[config.mk]
export PLATFORM = sky130hd
export DESIGN_NAME = pste_exp_unit
export DESIGN_NICKNAME = d
export VERILOG_FILES = /design/src/rtl/pste_pkg.sv /design/src/rtl/pste_exp_unit.sv
export SDC_FILE = /design/constraint.sdc
export NUM_CORES = 1
export LEC_CHECK = 0
export BUFFER_PORTS_ARGS = -buffer_cell sky130_fd_sc_hd__buf_2
export CORE_ASPECT_RATIO = 0.75
export CORE_UTILIZATION = 55
export DETAILED_ROUTE_END_ITERATION = 10
export PLACE_DENSITY = 0.81
export SLEW_MARGIN = 20
export SYNTH_ARGS = -nofsm -noshare
export SYNTH_HDL_FRONTEND = slang
export SYNTH_SLANG_ARGS = --single-unit
[constraint.sdc]
create_clock -name clk -period 8 [get_ports clk]
set_input_delay 1.6 -clock clk [delete_from_list [all_inputs] [get_ports clk]]
set_output_delay 1.6 -clock clk [all_outputs]
set_load 0.02 [all_outputs]
[src/rtl/pste_pkg.sv]
// Shared types and constants for the pulse template evaluator.
package pste_pkg;

	localparam int unsigned DATA_W = 16;
	localparam int unsigned CFG_IDX_W = 3;

	// Register indexes of the configuration port.
	typedef enum logic [CFG_IDX_W-1:0] {
		REG_PULSE_START = 3'd0,
		REG_PULSE_AMPLITUDE = 3'd1,
		REG_DECAY_RATE = 3'd2,
		REG_RISE_RATE = 3'd3,
		REG_BASELINE_LEVEL = 3'd4
	} cfg_reg_t;

	// 1.0 in Q0.16 with one extra integer bit.
	localparam logic [DATA_W:0] ONE_Q16 = 17'h10000;

	// Load strobes for the two register stages of an exponential unit.
	typedef struct packed {
		logic load_idx;
		logic load_out;
	} exp_ctl_t;

endpackage

[src/rtl/pste_exp_unit.sv]
// Two-stage exp(-x) unit: table lookup, then linear interpolation.
module pste_exp_unit #(
	parameter int unsigned TABLE_BITS = 8
) (
	input  logic                          clk,
	input  pste_pkg::exp_ctl_t            ctl,
	input  logic [pste_pkg::DATA_W-1:0]   x,
	input  logic                          zero,
	output logic [pste_pkg::DATA_W-1:0]   y
);

	localparam int unsigned N = 1 << TABLE_BITS;
	localparam int unsigned F = pste_pkg::DATA_W - TABLE_BITS;
	localparam int unsigned TBL_W = (N + 1) * 16;

	function automatic logic [63:0] div_u64(input logic [63:0] num, input logic [63:0] den);
		logic [63:0] q;
		logic [64:0] rem;
		q = '0;
		rem = '0;
		for (int b = 63; b >= 0; b--) begin
			rem = {rem[63:0], num[b]};
			if (rem >= {1'b0, den}) begin
				rem = rem - {1'b0, den};
				q[b] = 1'b1;
			end
		end
		return q;
	endfunction

	function automatic logic [TBL_W-1:0] build_tbl();
		logic [63:0]      term;
		logic [63:0]      sum;
		logic [63:0]      k;
		logic [127:0]     r;
		logic [127:0]     p;
		logic [127:0]     e;
		logic [TBL_W-1:0] tv;
		term = 64'd1 << 62;
		sum = term;
		k = 64'd1;
		tv = '0;
		while (term != 64'd0) begin
			term = div_u64(term >> 8, k);
			if (k[0]) begin
				sum = sum - term;
			end else begin
				sum = sum + term;
			end
			k = k + 64'd1;
		end
		r = ({64'd0, sum} + (128'd1 << 29)) >> 30;
		for (int s = 0; s < 12 - int'(TABLE_BITS); s++) begin
			r = (r * r + (128'd1 << 31)) >> 32;
		end
		p = 128'd1 << 32;
		for (int i = 0; i <= int'(N); i++) begin
			e = (p + (128'd1 << 15)) >> 16;
			tv[16*i +: 16] = (e > 128'd65535) ? 16'hFFFF : e[15:0];
			p = (p * r + (128'd1 << 31)) >> 32;
		end
		return tv;
	endfunction

	localparam logic [TBL_W-1:0] TBL = build_tbl();

	logic [TABLE_BITS:0]         i_lo;
	logic [TABLE_BITS:0]         i_hi;
	logic [15:0]                 ta;
	logic [15:0]                 tb;
	logic [15:0]                 a_s1;
	logic [15:0]                 drop_s1;
	logic [F-1:0]                f_s1;
	logic [16+F-1:0]             prod;
	logic [15:0]                 y_s2;

	assign i_lo = {1'b0, x[15:F]};
	assign i_hi = i_lo + {{TABLE_BITS{1'b0}}, 1'b1};
	assign ta = TBL[16*i_lo +: 16];
	assign tb = TBL[16*i_hi +: 16];
	assign prod = {{F{1'b0}}, drop_s1} * {16'd0, f_s1};

	always_ff @(posedge clk) begin
		if (ctl.load_idx) begin
			a_s1 <= zero ? 16'd0 : ta;
			drop_s1 <= (zero || ta < tb) ? 16'd0 : ta - tb;
			f_s1 <= x[F-1:0];
		end
		if (ctl.load_out) begin
			y_s2 <= a_s1 - prod[16+F-1:F];
		end
	end

	assign y = y_s2;

endmodule

==> flow_summary.toml <==
[power_and_ir_drop]
p_per_area_mw_per_mm2 = 526
total_power_uw = 6180
peakVddDrop_v = 0.000619
leakage_uw = 0.00494

[routing]
firstDrtPassIters = 9
wirelength_um = 46500
vias_per_cell = 7.13
wl_per_cell_um = 28.0
vias = 11800
post-route-drc-count = 0
drtIter0Drc = 2402
drtAntennaViolNets = 0

[synthesis]
synth_enable_flop_cells = 56
synth_xor_area_share_pct = 2.62
synth-seq-area-share_pct = 14.8
synth_async_sr_flop_share_pct = 0
ys.warnings.count = 0
synth-compound-area-share_pct = 25.1
netlist_instances = 1440
synthesis.area_mm2 = 0.0114
syn_nets = 1645
syn_avg_cell_area_um2 = 7.89
synthFlopType = "edfxtp_1"
synth_top_family_by_area = "adder cells"
synth_fa_ha_area_share_pct = 26.3
yosysUniqueCellTypes = 75
yosys_register_bits = 56
synthMuxAreaShare_pct = 1.84
yosys.area_share.simple_pct = 21.4

[setup_path]
reg2reg_depth = 23
crit_type = "primary input to flip-flop"
cp.arrival_ns = 7.21
cp_max_fo = 17
critPathRequiredTime_ns = 8.08
critPathCaptureType = "flip-flop"
cp-start-kind = "primary input"

[global_route]
antenna_found_initial = 2
grt_pass1_vias = 10800
overflow = 0
grt_first_pass_wirelength_um = 69100
grt_max_degree = 81
grtUsageTotal_pct = 43.9

[clocking]
holdBufCountCts = 0
numCtsBuffers = 5
clkTransAtPathRegs_ns = 0.07
cts_sinks = 56
htreeDepth = 2
postCtsSetupBuffers = 0
cts_root_buf = "clkbuf_16"
clock_latency_ns = 0.30
cts_resized = 0
clk_path_buf_depth = 2
cts_tree = "yes"

[floorplan]
die_w_um = 168
die_h_um = 126
die_area_mm2 = 0.0212
pin_count = 36
start_util_pct = 56.2
coreArea_mm2 = 0.0202
rows = 45

[sta]
setup_violations = 0
min_period_ns = 7.12
slew-limit-headroom_pct = 21.9
max_freq_mhz = 140
slew_viol_final = 0
worstMarginPinSlew_ns = 1.17
timing_hold_violations_final = 0
rsz0062_at_grt = "false"
finClkSkew_ns = 0.00671
tns_ns = 0
fin_crit_sh_pct = 89.0

[place]
globalplace.congestion = 1.13
numPortBuffers = 35
dp_hpwl_um = 35600

[cells_and_area]
fin_util_pct = 58.1
drive_gt1_share_pct = 6.41
area_growth_pct = 3.48
diodes = 0
final_nets = 1608
mostFrequentLayoutCells = "123 x nand2_1, 123 x a21oi_1, 118 x inv_1, 108 x nor2_1, 101 x o21ai_0"

[hold_path]
min_path_type = "flip-flop to flip-flop"
min_path_cells = 1

[run_status]
status = "completed"

[flow_run]
drv_cap = 0
[cell usage after synthesis (26+ instances only)]
| master | number | area share (%) |
|---|---|---|
| a21oi_1 | 123 | 5.4 |
| and2_1 | 92 | 5.1 |
| a211oi_1 | 31 | 2.0 |
| nor2_1 | 108 | 3.6 |
| ha_1 | 96 | 11 |
| clkbuf_1 | 44 | 1.5 |
| edfxtp_1 | 56 | 15 |
| o21ai_0 | 101 | 4.5 |
| nand2_1 | 123 | 4.1 |
| nor2b_1 | 35 | 1.9 |
| buf_2 | 49 | 2.2 |
| fa_1 | 89 | 16 |
| nand3_1 | 26 | 1.1 |
| nor3_1 | 39 | 1.7 |
| inv_1 | 118 | 3.9 |
[where the power goes]
part | internal [uW] | total (uW) | leakage [uW] | switching, uW
Sequential | 622 | 682 | 0.000540 | 59.9
Clock | 148 | 256 | 0.0000808 | 108
Combinational | 2080 | 5240 | 0.00432 | 3150
[cell families (layout without fill, tap and decap cells)]
kind of cell	after synthesis	after routing
AOI/OAI and AO/OA	440	440
xor gates and xnor gates	34	34
adders and majority gates	185	185
buffers and inverters	222	186
DFF	56	56
muxes	13	13
and+or+nand+nor	490	490
[cell type report]
cell class	instances	area [um^2]
flip-flops and latches	56	1680
inverters	119	447
clock buffers	6	129
clock inverters	2	35.0
well taps	258	323
multi-input cells	1162	8780
repair buffers	59	360
fillers	1806	8460
[critical path: stages]
cell and delay, ns:
buf_2 0.28, inv_1 0.31, ha_1 0.68, nor2b_1 0.78, nor2_1 0.35, a21oi_1 0.31
a21oi_1 0.15, o21ai_0 0.37, o32ai_1 0.20, ha_1 0.38, o21a_1 0.18, o21ai_0 0.15
a211oi_1 0.45, a31o_2 0.26, nand3_2 0.27, a221oi_1 0.46
[through the flow]
stage               worst slack, ns  hold WS [ns]  instances  cell area [um^2]
floorplan                      1.94         0.625       1440             11400
global placement               1.08         0.682       1654             11600
detailed placement            0.926         0.666       1654             11600
CTS                            1.16         0.683       1662             11800
global route                  0.589         0.709       1662             11800
finish                        0.877         0.690       1662             11800
[layer usage]
| layer | global-route usage (%) | part of all wire, % | vias up |
|---|---|---|---|
| li1 | - | - | 5024 |
| met1 | 65.3 | 41 | 5649 |
| met2 | 57.3 | 37 | 1030 |
| met3 | 18.7 | 18 | 136 |
| met4 | 10.9 | 3.1 | 4 |
| met5 | 0 | 0.049 | - |
[path summary, 6_finish.rpt]
path	slack [ns]	end	from
hold / removal	0.69	y[1]	a_s1[1]
hold reg to reg	0.69	y[1]	a_s1[1]
setup reg to reg	0.96	y[15]	f_s1[3]
setup / recovery	0.88	drop_s1[3]	x[9]
[flip-flops by register name, summed over array words and instances, names as in the netlist]
register and count:
f_s1 8, y 16, a_s1 16, drop_s1 16
(Power assumes the default switching activity.)
